**src/hdl/assert_macros.svh**
```systemverilog
// Assertion helpers shared by the RTL.
`ifndef ASSERT_MACROS_SVH
`define ASSERT_MACROS_SVH

// Same-cycle implication.
`define CFH_ASSERT_IMP(label, clk, rst_n, ante, cons) \
    label: assert property (@(posedge clk) disable iff (!rst_n) (ante) |-> (cons)) \
        else $error("assertion failed: same-cycle implication");

// Next-cycle implication.
`define CFH_ASSERT_NXT(label, clk, rst_n, ante, cons) \
    label: assert property (@(posedge clk) disable iff (!rst_n) (ante) |=> (cons)) \
        else $error("assertion failed: next-cycle implication");

`endif

```
**src/hdl/cfh_pkg.sv**
```systemverilog
`default_nettype none
package cfh_pkg;

    localparam int MAX_PAYLOAD  = 64;
    localparam int MAX_CHANNELS = 32;
    localparam int PAY_AW = $clog2(MAX_PAYLOAD);
    localparam int LEN_W  = $clog2(MAX_PAYLOAD + 1);
    localparam int POS_W  = $clog2(MAX_PAYLOAD + 8);
    localparam int CH_W   = $clog2(MAX_CHANNELS + 1);
    localparam int TOT_W  = CH_W + 3;
    localparam int REC_W  = 7;
    localparam int NCH_W  = 6;
    localparam int IDX_W  = 4;
    localparam int TDATA_W = 32;

    localparam logic [7:0] SYM_START   = 8'h21; // '!'
    localparam logic [7:0] CMD_VERSION = 8'h56; // 'V'
    localparam logic [7:0] CMD_CONFIG  = 8'h43; // 'C'
    localparam logic [7:0] CMD_GO      = 8'h47; // 'G'
    localparam logic [7:0] CMD_STOP    = 8'h53; // 'S'
    localparam logic [7:0] CMD_ONCE    = 8'h49; // 'I'
    localparam logic [7:0] CMD_HELLO   = 8'h48; // 'H'
    localparam logic [7:0] CMD_MARK    = 8'h4D; // 'M'

    localparam logic [2:0] ACT_NONE  = 3'd0;
    localparam logic [2:0] ACT_START = 3'd1;
    localparam logic [2:0] ACT_STOP  = 3'd2;
    localparam logic [2:0] ACT_ONCE  = 3'd3;
    localparam logic [2:0] ACT_CLEAR = 3'd4;

    localparam logic [7:0] TRIG_TIMED   = 8'd1;
    localparam logic [7:0] TRIG_PIN     = 8'd2;
    localparam logic [7:0] KIND_ANALOG  = 8'd1;
    localparam logic [7:0] KIND_DIGITAL = 8'd2;

    localparam logic [POS_W-1:0] HDR_TIMED = POS_W'(8);
    localparam logic [POS_W-1:0] HDR_PIN   = POS_W'(5);
    localparam logic [POS_W-1:0] HDR_PLAIN = POS_W'(3);

    localparam logic [REC_W-1:0] REC_BASE = REC_W'(8);
    localparam logic [REC_W-1:0] REC_MAX  = REC_W'(127);

    typedef enum logic [2:0] {
        PH_HUNT,
        PH_CMD,
        PH_LEN,
        PH_DATA,
        PH_SUM
    } rx_phase_t;

    typedef enum logic [1:0] {
        DEC_IDLE,
        DEC_TRIG,
        DEC_CHK,
        DEC_KIND
    } dec_state_t;

    typedef struct packed {
        logic             valid;
        logic [7:0]       cmd;
        logic [LEN_W-1:0] len;
    } launch_t;

    typedef struct packed {
        logic [7:0]       trigger_kind;
        logic [CH_W-1:0]  channel_count;
        logic [REC_W-1:0] record_length;
    } setup_t;

    function automatic logic cmd_known(input logic [7:0] cmd);
        logic known;
        case (cmd)
            CMD_VERSION, CMD_CONFIG, CMD_GO, CMD_STOP,
            CMD_ONCE, CMD_HELLO, CMD_MARK: known = 1'b1;
            default:                       known = 1'b0;
        endcase
        return known;
    endfunction

    function automatic logic [2:0] cmd_action(input logic [7:0] cmd);
        logic [2:0] act;
        case (cmd)
            CMD_GO:    act = ACT_START;
            CMD_STOP:  act = ACT_STOP;
            CMD_ONCE:  act = ACT_ONCE;
            CMD_HELLO: act = ACT_CLEAR;
            default:   act = ACT_NONE;
        endcase
        return act;
    endfunction

    function automatic logic [7:0] text_len(input logic [7:0] cmd);
        logic [7:0] n;
        case (cmd)
            CMD_VERSION: n = 8'd5;
            CMD_HELLO:   n = 8'd3;
            default:     n = 8'd0;
        endcase
        return n;
    endfunction

    // "beta2" for V, "DAQ" for H
    function automatic logic [7:0] text_byte(input logic [7:0] cmd, input logic [2:0] k);
        logic [7:0] c;
        c = 8'h00;
        if (cmd == CMD_VERSION) begin
            case (k)
                3'd0:    c = 8'h62;
                3'd1:    c = 8'h65;
                3'd2:    c = 8'h74;
                3'd3:    c = 8'h61;
                3'd4:    c = 8'h32;
                default: c = 8'h00;
            endcase
        end else if (cmd == CMD_HELLO) begin
            case (k)
                3'd0:    c = 8'h44;
                3'd1:    c = 8'h41;
                3'd2:    c = 8'h51;
                default: c = 8'h00;
            endcase
        end
        return c;
    endfunction

endpackage
`default_nettype wire

```
**src/hdl/cfh_ram.sv**
```systemverilog
`default_nettype none
module cfh_ram #(
    parameter int WIDTH = 8,
    parameter int DEPTH = 64
) (
    input  wire logic                     aclk,
    input  wire logic                     we,
    input  wire logic [$clog2(DEPTH)-1:0] waddr,
    input  wire logic [WIDTH-1:0]         wdata,
    input  wire logic [$clog2(DEPTH)-1:0] raddr,
    output      logic [WIDTH-1:0]         rdata
);

    logic [WIDTH-1:0] mem [DEPTH];

    always_ff @(posedge aclk) begin
        if (we) begin
            mem[waddr] <= wdata;
        end
        rdata <= mem[raddr];
    end

endmodule
`default_nettype wire

```
**src/hdl/cfh_rx.sv**
```systemverilog
`default_nettype none
module cfh_rx
    import cfh_pkg::*;
(
    input  wire logic              aclk,
    input  wire logic              aresetn,
    input  wire logic              in_valid,
    output      logic              in_ready,
    input  wire logic [7:0]        in_data,
    input  wire logic              hold,
    output      logic              pay_we,
    output      logic [PAY_AW-1:0] pay_waddr,
    output      logic [7:0]        pay_wdata,
    output      launch_t           launch
);

    rx_phase_t        phase_reg, phase_next;
    logic [7:0]       cmd_reg, cmd_next;
    logic [LEN_W-1:0] len_reg, len_next;
    logic [LEN_W-1:0] count_reg, count_next;
    logic [7:0]       sum_reg, sum_next;
    logic [7:0]       sum_add;
    logic [LEN_W-1:0] count_inc;
    logic             accept;

    always_ff @(posedge aclk) begin
        if (!aresetn) begin
            phase_reg <= PH_HUNT;
            cmd_reg   <= '0;
            len_reg   <= '0;
            count_reg <= '0;
            sum_reg   <= '0;
        end else begin
            phase_reg <= phase_next;
            cmd_reg   <= cmd_next;
            len_reg   <= len_next;
            count_reg <= count_next;
            sum_reg   <= sum_next;
        end
    end

    assign in_ready  = !hold;
    assign accept    = in_valid && in_ready;
    assign sum_add   = sum_reg + in_data;
    assign count_inc = count_reg + LEN_W'(1);

    always_comb begin
        phase_next   = phase_reg;
        cmd_next     = cmd_reg;
        len_next     = len_reg;
        count_next   = count_reg;
        sum_next     = sum_reg;
        pay_we       = 1'b0;
        pay_waddr    = count_reg[PAY_AW-1:0];
        pay_wdata    = in_data;
        launch.valid = 1'b0;
        launch.cmd   = cmd_reg;
        launch.len   = len_reg;
        case (phase_reg)
            PH_HUNT: begin
                if (accept && in_data == SYM_START) begin
                    sum_next   = in_data;
                    phase_next = PH_CMD;
                end
            end
            PH_CMD: begin
                if (accept) begin
                    cmd_next   = in_data;
                    sum_next   = sum_add;
                    phase_next = PH_LEN;
                end
            end
            PH_LEN: begin
                if (accept) begin
                    if (in_data > 8'(MAX_PAYLOAD)) begin
                        phase_next = PH_HUNT;
                    end else begin
                        len_next   = in_data[LEN_W-1:0];
                        count_next = '0;
                        sum_next   = sum_add;
                        phase_next = (in_data != 8'd0) ? PH_DATA : PH_SUM;
                    end
                end
            end
            PH_DATA: begin
                if (accept) begin
                    pay_we     = 1'b1;
                    sum_next   = sum_add;
                    count_next = count_inc;
                    if (count_inc >= len_reg) begin
                        phase_next = PH_SUM;
                    end
                end
            end
            PH_SUM: begin
                if (accept) begin
                    sum_next     = sum_add;
                    phase_next   = PH_HUNT;
                    launch.valid = (sum_add == 8'd0) && cmd_known(cmd_reg);
                end
            end
            default: phase_next = PH_HUNT;
        endcase
    end

endmodule
`default_nettype wire

```
**src/hdl/cfh_dec.sv**
```systemverilog
`default_nettype none
module cfh_dec
    import cfh_pkg::*;
(
    input  wire logic              aclk,
    input  wire logic              aresetn,
    input  wire logic              start,
    input  wire logic [LEN_W-1:0]  len,
    output      logic [PAY_AW-1:0] pay_raddr,
    input  wire logic [7:0]        pay_rdata,
    output      logic              busy,
    output      logic              done,
    output      setup_t            setup
);

    dec_state_t       state_reg, state_next;
    logic [LEN_W-1:0] len_reg, len_next;
    logic [POS_W-1:0] pos_reg, pos_next;
    logic [CH_W-1:0]  nch_reg, nch_next;
    logic [CH_W-1:0]  nana_reg, nana_next;
    logic [CH_W-1:0]  ndig_reg, ndig_next;
    logic [7:0]       trig_reg, trig_next;
    logic [CH_W-1:0]  chans_reg, chans_next;
    logic [REC_W-1:0] rec_reg, rec_next;
    logic [TOT_W-1:0] total;

    always_ff @(posedge aclk) begin
        if (!aresetn) begin
            state_reg <= DEC_IDLE;
            trig_reg  <= '0;
            chans_reg <= '0;
            rec_reg   <= '0;
        end else begin
            state_reg <= state_next;
            trig_reg  <= trig_next;
            chans_reg <= chans_next;
            rec_reg   <= rec_next;
        end
    end

    always_ff @(posedge aclk) begin
        len_reg  <= len_next;
        pos_reg  <= pos_next;
        nch_reg  <= nch_next;
        nana_reg <= nana_next;
        ndig_reg <= ndig_next;
    end

    // 8 timestamp bytes, 2 per analog channel, digital bits packed
    assign total = TOT_W'(8) + TOT_W'({nana_reg, 1'b0})
                 + TOT_W'((TOT_W'(ndig_reg) + TOT_W'(7)) >> 3);

    assign busy  = (state_reg != DEC_IDLE);
    assign setup.trigger_kind  = trig_reg;
    assign setup.channel_count = chans_reg;
    assign setup.record_length = rec_reg;

    always_comb begin
        state_next = state_reg;
        len_next   = len_reg;
        pos_next   = pos_reg;
        nch_next   = nch_reg;
        nana_next  = nana_reg;
        ndig_next  = ndig_reg;
        trig_next  = trig_reg;
        chans_next = chans_reg;
        rec_next   = rec_reg;
        pay_raddr  = '0;
        done       = 1'b0;
        case (state_reg)
            DEC_IDLE: begin
                if (start) begin
                    len_next = len;
                    if (len == '0) begin
                        trig_next  = 8'd0;
                        chans_next = '0;
                        rec_next   = REC_BASE;
                        done       = 1'b1;
                    end else begin
                        state_next = DEC_TRIG;
                    end
                end
            end
            DEC_TRIG: begin
                trig_next = pay_rdata;
                if (pay_rdata == TRIG_TIMED) begin
                    pos_next = HDR_TIMED;
                end else if (pay_rdata == TRIG_PIN) begin
                    pos_next = HDR_PIN;
                end else begin
                    pos_next = HDR_PLAIN;
                end
                nch_next   = '0;
                nana_next  = '0;
                ndig_next  = '0;
                state_next = DEC_CHK;
            end
            DEC_CHK: begin
                if (pos_reg < POS_W'(len_reg)) begin
                    pay_raddr  = pos_reg[PAY_AW-1:0];
                    state_next = DEC_KIND;
                end else begin
                    chans_next = nch_reg;
                    rec_next   = (total > TOT_W'(REC_MAX)) ? REC_MAX : total[REC_W-1:0];
                    done       = 1'b1;
                    state_next = DEC_IDLE;
                end
            end
            DEC_KIND: begin
                if (nch_reg < CH_W'(MAX_CHANNELS)) begin
                    nch_next = nch_reg + CH_W'(1);
                    if (pay_rdata == KIND_ANALOG) begin
                        nana_next = nana_reg + CH_W'(1);
                    end else if (pay_rdata == KIND_DIGITAL) begin
                        ndig_next = ndig_reg + CH_W'(1);
                    end
                end
                pos_next   = pos_reg + POS_W'(2);
                state_next = DEC_CHK;
            end
            default: state_next = DEC_IDLE;
        endcase
    end

endmodule
`default_nettype wire

```
**src/hdl/cfh_tx.sv**
```systemverilog
`default_nettype none
module cfh_tx
    import cfh_pkg::*;
(
    input  wire logic               aclk,
    input  wire logic               aresetn,
    input  wire logic               start,
    input  wire logic [7:0]         cmd,
    input  wire setup_t             setup,
    output      logic               busy,
    output      logic               out_valid,
    input  wire logic               out_ready,
    output      logic [TDATA_W-1:0] out_data,
    output      logic               out_last
);

    logic             busy_reg, busy_next;
    logic [IDX_W-1:0] idx_reg, idx_next;
    logic [7:0]       cmd_reg, cmd_next;
    logic [7:0]       sum_reg, sum_next;
    logic [7:0]       tlen;
    logic [IDX_W-1:0] last_idx;
    logic [7:0]       tx_byte;
    logic             accept;

    always_ff @(posedge aclk) begin
        if (!aresetn) begin
            busy_reg <= 1'b0;
        end else begin
            busy_reg <= busy_next;
        end
    end

    always_ff @(posedge aclk) begin
        idx_reg <= idx_next;
        cmd_reg <= cmd_next;
        sum_reg <= sum_next;
    end

    assign tlen     = text_len(cmd_reg);
    assign last_idx = tlen[IDX_W-1:0] + IDX_W'(3);
    assign out_last = (idx_reg == last_idx);
    assign busy     = busy_reg;
    assign out_valid = busy_reg;
    assign accept   = out_valid && out_ready;

    always_comb begin
        if (out_last) begin
            tx_byte = 8'd0 - sum_reg;
        end else begin
            case (idx_reg)
                IDX_W'(0): tx_byte = SYM_START;
                IDX_W'(1): tx_byte = cmd_reg;
                IDX_W'(2): tx_byte = tlen;
                default:   tx_byte = text_byte(cmd_reg, 3'(idx_reg - IDX_W'(3)));
            endcase
        end
    end

    // trigger_kind, channel_count, record_length, action, tx_byte
    assign out_data = {setup.trigger_kind, NCH_W'(setup.channel_count),
                       setup.record_length, cmd_action(cmd_reg), tx_byte};

    always_comb begin
        busy_next = busy_reg;
        idx_next  = idx_reg;
        cmd_next  = cmd_reg;
        sum_next  = sum_reg;
        if (start) begin
            busy_next = 1'b1;
            idx_next  = '0;
            cmd_next  = cmd;
            sum_next  = 8'd0;
        end else if (accept) begin
            sum_next = sum_reg + tx_byte;
            idx_next = idx_reg + IDX_W'(1);
            if (out_last) begin
                busy_next = 1'b0;
            end
        end
    end

endmodule
`default_nettype wire

```
**src/hdl/command_frame_handler_top.sv**
```systemverilog
`default_nettype none
`include "assert_macros.svh"
// Command frame handler. Takes received serial bytes one transfer at a time and
// recognizes frames of '!', command, length (at most 64), payload and a checksum
// that makes the 8-bit sum zero. Valid frames with a known command produce a reply
// frame of 4 to 9 transfers on the master side; tlast marks the checksum byte.
// Frame bytes are taken one per cycle. While a reply is pending, s_axis_tready is
// low. A 'C' frame is decoded from the 64-byte payload RAM through its single read
// port, reading first its trigger byte and then the kind byte of each channel entry,
// before its reply starts. The configuration outputs hold the result of the last 'C'
// frame and are zero after reset.
module command_frame_handler_top
    import cfh_pkg::*;
(
    input  wire logic               aclk,
    input  wire logic               aresetn,
    input  wire logic               s_axis_tvalid,
    output      logic               s_axis_tready,
    input  wire logic [7:0]         s_axis_tdata,  // rx_byte
    output      logic               m_axis_tvalid,
    input  wire logic               m_axis_tready,
    // tx_byte[7:0], action[10:8], record_length[17:11], channel_count[23:18],
    // trigger_kind[31:24]
    output      logic [TDATA_W-1:0] m_axis_tdata,
    output      logic               m_axis_tlast   // last_byte
);

    logic              pay_we;
    logic [PAY_AW-1:0] pay_waddr;
    logic [7:0]        pay_wdata;
    logic [PAY_AW-1:0] pay_raddr;
    logic [7:0]        pay_rdata;
    launch_t           launch;
    setup_t            setup;
    logic              dec_busy;
    logic              dec_done;
    logic              dec_start;
    logic              tx_busy;
    logic              tx_start;
    logic [7:0]        tx_cmd;

    assign dec_start = launch.valid && (launch.cmd == CMD_CONFIG);
    assign tx_start  = (launch.valid && (launch.cmd != CMD_CONFIG)) || dec_done;
    assign tx_cmd    = dec_done ? CMD_CONFIG : launch.cmd;

    cfh_rx u_rx (
        .aclk      (aclk),
        .aresetn   (aresetn),
        .in_valid  (s_axis_tvalid),
        .in_ready  (s_axis_tready),
        .in_data   (s_axis_tdata),
        .hold      (dec_busy || tx_busy),
        .pay_we    (pay_we),
        .pay_waddr (pay_waddr),
        .pay_wdata (pay_wdata),
        .launch    (launch)
    );

    cfh_ram #(
        .WIDTH (8),
        .DEPTH (MAX_PAYLOAD)
    ) u_pay_ram (
        .aclk  (aclk),
        .we    (pay_we),
        .waddr (pay_waddr),
        .wdata (pay_wdata),
        .raddr (pay_raddr),
        .rdata (pay_rdata)
    );

    cfh_dec u_dec (
        .aclk      (aclk),
        .aresetn   (aresetn),
        .start     (dec_start),
        .len       (launch.len),
        .pay_raddr (pay_raddr),
        .pay_rdata (pay_rdata),
        .busy      (dec_busy),
        .done      (dec_done),
        .setup     (setup)
    );

    cfh_tx u_tx (
        .aclk      (aclk),
        .aresetn   (aresetn),
        .start     (tx_start),
        .cmd       (tx_cmd),
        .setup     (setup),
        .busy      (tx_busy),
        .out_valid (m_axis_tvalid),
        .out_ready (m_axis_tready),
        .out_data  (m_axis_tdata),
        .out_last  (m_axis_tlast)
    );

    `CFH_ASSERT_IMP(a_no_rx_during_reply, aclk, aresetn, m_axis_tvalid, !s_axis_tready)
    `CFH_ASSERT_IMP(a_no_rx_during_decode, aclk, aresetn, dec_busy, !s_axis_tready)
    `CFH_ASSERT_NXT(a_reply_ends, aclk, aresetn, m_axis_tvalid && m_axis_tready && m_axis_tlast, !m_axis_tvalid)
    `CFH_ASSERT_IMP(a_action_range, aclk, aresetn, m_axis_tvalid, m_axis_tdata[10:8] <= ACT_CLEAR)

endmodule
`default_nettype wire
```
**config.mk**
```make
export PLATFORM = sky130hd
export DESIGN_NAME = command_frame_handler_top
export DESIGN_NICKNAME = d
export VERILOG_FILES = /design/src/hdl/cfh_pkg.sv /design/src/hdl/cfh_ram.sv /design/src/hdl/cfh_rx.sv /design/src/hdl/cfh_dec.sv /design/src/hdl/cfh_tx.sv /design/src/hdl/command_frame_handler_top.sv
export VERILOG_INCLUDE_DIRS = /design/src /design/src/hdl
export SDC_FILE = /design/constraint.sdc
export NUM_CORES = 1
export LEC_CHECK = 0
export BUFFER_PORTS_ARGS = -buffer_cell sky130_fd_sc_hd__buf_4
export CAP_MARGIN = 20
export CORE_AREA = 4 4 260 199
export CTS_CLUSTER_SIZE = 12
export DETAILED_ROUTE_END_ITERATION = 16
export DIE_AREA = 0 0 264 203
export PLACE_DENSITY = 0.81
export SLEW_MARGIN = 5
export SYNTH_ARGS = -nofsm -noshare
export SYNTH_HDL_FRONTEND = slang
export SYNTH_SLANG_ARGS = --single-unit
```
**constraint.sdc**
```tcl
create_clock -name aclk -period 4.93 [get_ports aclk]
set_input_delay 0.986 -clock aclk [delete_from_list [all_inputs] [get_ports aclk]]
set_output_delay 0.986 -clock aclk [all_outputs]
set_load 0.02 [all_outputs]
```
==> results of run 1 <==
-- power breakdown --
part | switching (mW) | internal (mW)
clock network | 1.91 | 2.38
logic | 0.195 | 0.0913
registers | 0.0131 | 5.79
-- layout by cell type, fill, tap and decap left out, types with 11 or more instances in the layout --
cell	instances
a21oi_1	91
xor2_1	31
a221oi_1	24
inv_1	35
mux4_2	48
clkbuf_16	60
nor2_1	185
a221o_1	13
mux2i_1	83
a31oi_1	25
xnor2_1	24
nand3_1	32
mux2_2	39
o22ai_1	12
nand3b_1	14
clkbuf_1	30
nor3_1	16
or3_1	11
o21ai_0	87
a211oi_1	15
and3_1	15
nor2b_1	16
nand2_1	119
a21o_1	12
edfxtp_1	552
ha_1	43
a22oi_1	13
buf_4	93
dfxtp_1	77
-- worst min path at each step --
stage                                start          endpoint  slack, ps  cells past startpoint
after floorplan            u_rx.sum_reg[3]   u_rx.sum_reg[3]        440                      2
after global placement     u_rx.sum_reg[6]   u_rx.sum_reg[6]        450                      2
after detailed placement   u_rx.sum_reg[3]   u_rx.sum_reg[3]        450                      2
after CTS                  u_rx.sum_reg[3]   u_rx.sum_reg[3]        460                      2
after global routing      u_dec.rec_reg[2]  u_dec.rec_reg[2]        480                      1
final                      u_rx.sum_reg[3]   u_rx.sum_reg[3]        460                      2
-- cells by family after synthesis --
logic type	count (synthesis)	share of synthesized area
muxes	170	0.0877
buffers and inverters	130	0.0192
AOI/OAI and AO/OA	382	0.0942
adders and majority gates	46	0.0223
DFF	629	0.676
and+or+nand+nor	472	0.0824
xor gates and xnor gates	55	0.0180
-- metal layers --
layer,up-vias,wire [µm],track usage
li1,7393,-,-
met1,8651,26400,0.346
met2,1038,30300,0.370
met3,161,7290,0.0568
met4,0,1960,0.0783
met5,-,0,0
-- stage by stage --
| stage | cells | setup slack [ps] | power, mW |
|---|---|---|---|
| global placement | 2544 | 572 | 6.18 |
| CTS | 2645 | 412 | 10.4 |
| global route | 2647 | 243 | 10.7 |
| detailed placement | 2544 | 560 | 6.19 |
| floorplan | 1884 | 770 | 6.05 |
| finish | 2648 | 359 | 10.4 |
-- final cells by class --
type	count	area, µm²	share of cell area
multi-input combinational	1125	8180	0.274
tap	657	822	0.0276
inverter	37	139	0.00466
timing repair buffer	97	786	0.0263
antenna	2	5.00	0.000168
clock buffer	91	1630	0.0546
clock inverter	10	156	0.00524
sequential	629	18100	0.607
-- synth_stat cells, types with 13 or more instances --
cell | n | share of area
buf_1 | 14 | 0.0020
a221o_1 | 13 | 0.0049
mux4_2 | 48 | 0.040
a31oi_1 | 25 | 0.0058
a221oi_1 | 24 | 0.0078
a211oi_1 | 15 | 0.0042
ha_1 | 43 | 0.020
a21oi_1 | 91 | 0.017
mux2i_1 | 83 | 0.031
edfxtp_1 | 552 | 0.62
dfxtp_1 | 77 | 0.058
mux2_2 | 39 | 0.016
xor2_1 | 31 | 0.010
nor2b_1 | 17 | 0.0040
nand2_1 | 120 | 0.017
nor3_1 | 16 | 0.0030
nor2_1 | 186 | 0.026
and3_1 | 15 | 0.0035
a22oi_1 | 13 | 0.0036
nand3_1 | 32 | 0.0060
o21ai_0 | 88 | 0.016
inv_1 | 35 | 0.0049
nand3b_1 | 14 | 0.0039
clkbuf_1 | 62 | 0.0087
xnor2_1 | 24 | 0.0078
buf_2 | 16 | 0.0030
-- worst reg2reg max path, cell delays in order, from the launching register on --
cell and delay (ps):
edfxtp_1 440, or4b_1 560, nor4b_1 670, o21ai_0 340, a221oi_1 400, a21oi_1 100
a21oi_1 260, ha_1 330, a2111o_1 370, o211ai_1 110, xor2_1 100, or3_1 310
a21oi_1 130
==> run metrics, run 1 <==
I/O pin cnt=47; first-pass iteration count of the detailed router=5; placed cell areas=28,000 µm²; GRT overflow=0; HP Class=reg2reg; Syn Area/Cell=14.2 µm²; Hold Fails Final Rpt=0; worst skew pair latency=620 ps; Crit. End Element=output port; vias=17,200; post-cts sizing count=0; largest net degree at the start of global routing=127; Yosys cell types=80; WP buf/inv=1; Tcrit/Tclk final=0.927; Die Ht=203 µm; mapped cell area=26,800 µm²; Sinks on Clock Net=629; post-DR vias/cell=6.51; Total GRT Usage=0.241; vias in the first global route=17,000; worst setup path start=u_tx.cmd_reg[0]; Num CTS Buffers=60; Die Wd=264 µm; register area share after synthesis=0.676; Routed WL per cell=24.9 µm; setup bufs post-CTS=0; Core Rows=71; max reg flops=512; CTS clock-pin slew for the worst setup and hold paths=60 ps; setup TNS=0 ps; RR Startpoint=u_tx.cmd_reg[0]; Final GP Congestion=0.954; Setup crit end=m_axis_tdata[4]; Worst Clk Skew=42.3 ps; final hold slack=459 ps; crit path kind=reg2out; Required @ worst endpoint=3940 ps; IR drop worst, VDD=0.331 mV; Slowest cell on crit path=nor4b_1; most used cell, CP=a21oi_1; Synth Instances=1,884; Core Util, Final=0.604; Final #Nets=2,008; CP Depth=7; I/O Buffers=46; antenna-violating nets left=0; worst r2r path cells=12; DRT Wirelength=65,900 µm; outcome=completed; Post-Syn Nets=1,942; CTS tree=built; FMAX=0.219 GHz; Synth async-reset ratio=0; worst reg2reg setup slack=710 ps; DP HPWL=40,400 µm; share of cells above drive strength 1=0.140; initial antenna violation count=1; Placeable Area=49,400 µm²; cell family with most CP delay=simple AND/OR/NAND/NOR gates; Cell Chain, Critical Path=or4b_1 > nor4b_1 > o21ai_0 > a221oi_1 > a21oi_1 > a21oi_1 > buf_4; CP arrival=3590 ps; Post-synth EDFFs=552; crit path max fanout=4; predominant post-synthesis flop cell=edfxtp_1; Final Instance Area=29,800 µm²; Syn. warnings=0; CTS max path bufs=3; Slew headroom=0.220; # Max-Cap Violations=0; startpoint types=flop; clk root buf=clkbuf_16; die area=53,600 µm²; PD cells=348 nW/µm²; drt drc=0; r2r endpoint=u_tx.sum_reg[7]; RSZ-0062 raised after global routing=no; Synth Register Bits=629; min cycle time layout=4570 ps; leakage power=10.2 nW; critical path's largest stage delay=670 ps; Area growth syn-to-layout=11.3%; DR iter-0 viols=2,421; CTS Hold Bufs=0; max-slew violations=0; fillers=3,670; H-Tree Depth=2; final setup fails=0; Starting Density=0.543; slew at the pin with the worst max-slew slack=1160 ps; first-pass GRT wire length=101,000 µm; Reg with most FFs=u_pay_ram.mem
Power figures use the tool's default switching activity.
==> run 2, diff against run 1 <==
Settings changed: BUFFER_PORTS_ARGS -buffer_cell sky130_fd_sc_hd__buf_4 to unset, DONT_BUFFER_PORTS set to 1, PLACE_DENSITY 0.81 to 0.8, RECOVER_POWER set to 100.
==> run 2 against run 1 <==
Clock skew shrank 22 ps. Count of clock-buffer cells in the layout grew 2. Sequential power is essentially flat. Final area shrank 2.2%. Utilization shrank 1.3 points. Final cell count shrank 2.5%. Critical path type is now reg2reg. Maximum frequency shrank 1.8%. Critical endpoint is now u_tx.sum_reg[7]. Global-route usage shrank 0.92 points. Highest routed layer is now met5.
==> run metrics, run 2 (same netlist as run 1, synthesis figures left out) <==
Routed WL per cell=24.7 µm (-0.88%); FMAX=0.215 GHz (-1.8%); CTS tree=built; I/O pin cnt=47 (unchanged); clk root buf=clkbuf_16; clock network power share=0.409 (-0.004); final setup fails=0 (unchanged); share of cells above drive strength 1=0.103 (-0.0374); Die Wd=264 µm (unchanged); min cycle time layout=4650 ps (+81.6 ps); CTS Hold Bufs=0 (unchanged); Hold Fails Final Rpt=0 (unchanged); Crit. End Element=flop; max-slew violations=0 (unchanged); P_int=8.10 mW (-1.9%); H-Tree Depth=2 (unchanged); NetSw=2.00 mW (-5.6%); I/O Buffers=0 (-100%); Sinks on Clock Net=629 (unchanged); largest net degree at the start of global routing=128 (+0.79%); worst r2r path cells=14 (+2); Tcrit/Tclk final=0.944 (+0.0165); Slew headroom=0.0263 (-0.193); worst skew pair latency=630 ps (about the same); crit path kind=reg2reg; vias=16,500 (-4.5%); Num CTS Buffers=59 (-1.7%); Starting Density=0.543 (unchanged); worst hold stages=0 (-2); DP HPWL=39,100 µm (-3.2%); DR iter-0 viols=2,228 (-8.0%); CTS clock-pin slew for the worst setup and hold paths=60 ps (about the same); startpoint types=flop; first-pass GRT wire length=96,500 µm (-4.0%); PD cells=346 nW/µm² (-0.44%); first-pass iteration count of the detailed router=8 (+3); non-filler cells, final=2,581 (-2.5%); drt drc=0 (unchanged); vias in the first global route=16,100 (-5.6%); die area=53,600 µm² (unchanged); CTS max path bufs=3 (unchanged); ant diodes=0 (-2); Die Ht=203 µm (unchanged); CP arrival=5200 ps (+1610 ps); antenna-violating nets left=0 (unchanged); HP Class=in2reg; setup TNS=0 ps (unchanged); crit path max fanout=15 (+11); Core Util, Final=0.591 (-0.0132); Final #Nets=1,945 (-3.1%); commonest non-fill, non-tap cell in the layout=edfxtp_1; Reg with most FFs=u_pay_ram.mem; GRT overflow=0 (unchanged); # Max-Cap Violations=0 (unchanged); Total GRT Usage=0.232 (-0.00915); switch share=0.198 (-0.00620); RSZ-0062 raised after global routing=no; post-DR vias/cell=6.38 (-2.1%); DRT Wirelength=63,700 µm (-3.4%); max reg flops=512 (unchanged); Final GP Congestion=0.954 (about the same); fillers=3,728 (+1.6%); IR drop worst, VDD=0.270 mV (-19%); outcome=completed; commonest cells after routing, fill and taps aside=edfxtp_1, nor2_1, nand2_1; Flop pwr share=0.574 (+0.015); initial antenna violation count=1 (unchanged); setup bufs post-CTS=0 (unchanged); slew at the pin with the worst max-slew slack=1450 ps (+282 ps); Worst Clk Skew=20.6 ps (-21.7 ps); leakage power=9.76 nW (-3.9%); Required @ worst endpoint=5480 ps (+1540 ps); Placeable Area=49,400 µm² (unchanged); Area growth syn-to-layout=8.90%; Core Rows=71 (unchanged); placed cell count=2,482 (-2.4%); Gate power share=0.018 (-0.010)
## run 2: cell types whose count changed in the layout (fill, tap and decap cells not counted), moves of 2 or more
cell       delta
buf_12        -2
clkbuf_1      +8
bufinv_16     -2
diode_2       -2
buf_4        -68
clkbuf_2      +3
a21oi_2       -2
a21oi_1       +2
## run 2: worst paths after layout
check / start / end / slack [ps]
max: u_tx.cmd_reg[0] / u_tx.sum_reg[7] / 280
min: s_axis_tdata[0] / u_pay_ram.mem[19][0] / 450
max reg2reg: u_tx.cmd_reg[0] / u_tx.sum_reg[7] / 280
min reg2reg: u_rx.sum_reg[6] / u_rx.sum_reg[6] / 470
## run 2: critical path, stage by stage (launching register included)
cell,delay [ps]
edfxtp_1,430
nor4b_1,650
nand4_1,330
nor4b_1,440
a31oi_2,220
mux2_1,540
ha_1,320
a21o_1,160
a21oi_1,280
o21bai_1,130
a2111o_1,410
o211ai_1,110
xor2_1,100
or3_1,330
a21oi_1,140
## run 2: timing repair
action	4_1_cts	5_1_grt
endpoints found under the setup margin	0	1
gates resized for setup	0	1
endpoints found under the hold margin	0	0
## run 2: per-stage QoR
stage	cell area (µm²)	setup WS, ps	total power [mW]	hold slack (ps)
finish	29200	277	10.1	451
global route	29200	83.0	10.4	428
CTS	29200	293	10.1	436
detailed placement	27500	326	6.08	453
global placement	27500	371	6.08	448
floorplan	26800	770	6.05	436
## run 2: final cells by class
class,count,area [µm²],area share
Clock buffer,93,1630,0.0557
Clock inverter,5,63.8,0.00219
Inverter,37,139,0.00476
Multi-Input combinational cell,1125,8150,0.279
Sequential cell,629,18100,0.621
Tap cell,657,822,0.0282
Timing Repair Buffer,35,269,0.00922
## run 2: power groups by stage
stage	Clock (mW)	Combinational [mW]	Sequential [mW]
3_5_place_dp	0	0.172	5.91
6_report	4.13	0.177	5.80
4_1_cts	4.17	0.174	5.80
5_1_grt	4.40	0.194	5.80
2_1_floorplan	0	0.140	5.91
3_3_place_gp	0	0.172	5.91
## run 2: metal layers
layer | vias to the layer above | global-route usage | share of wire
li1 | 7257 | - | -
met1 | 8144 | 0.333 | 0.40
met2 | 936 | 0.350 | 0.45
met3 | 120 | 0.0689 | 0.12
met4 | 2 | 0.0651 | 0.025
met5 | - | 0 | 0.00025
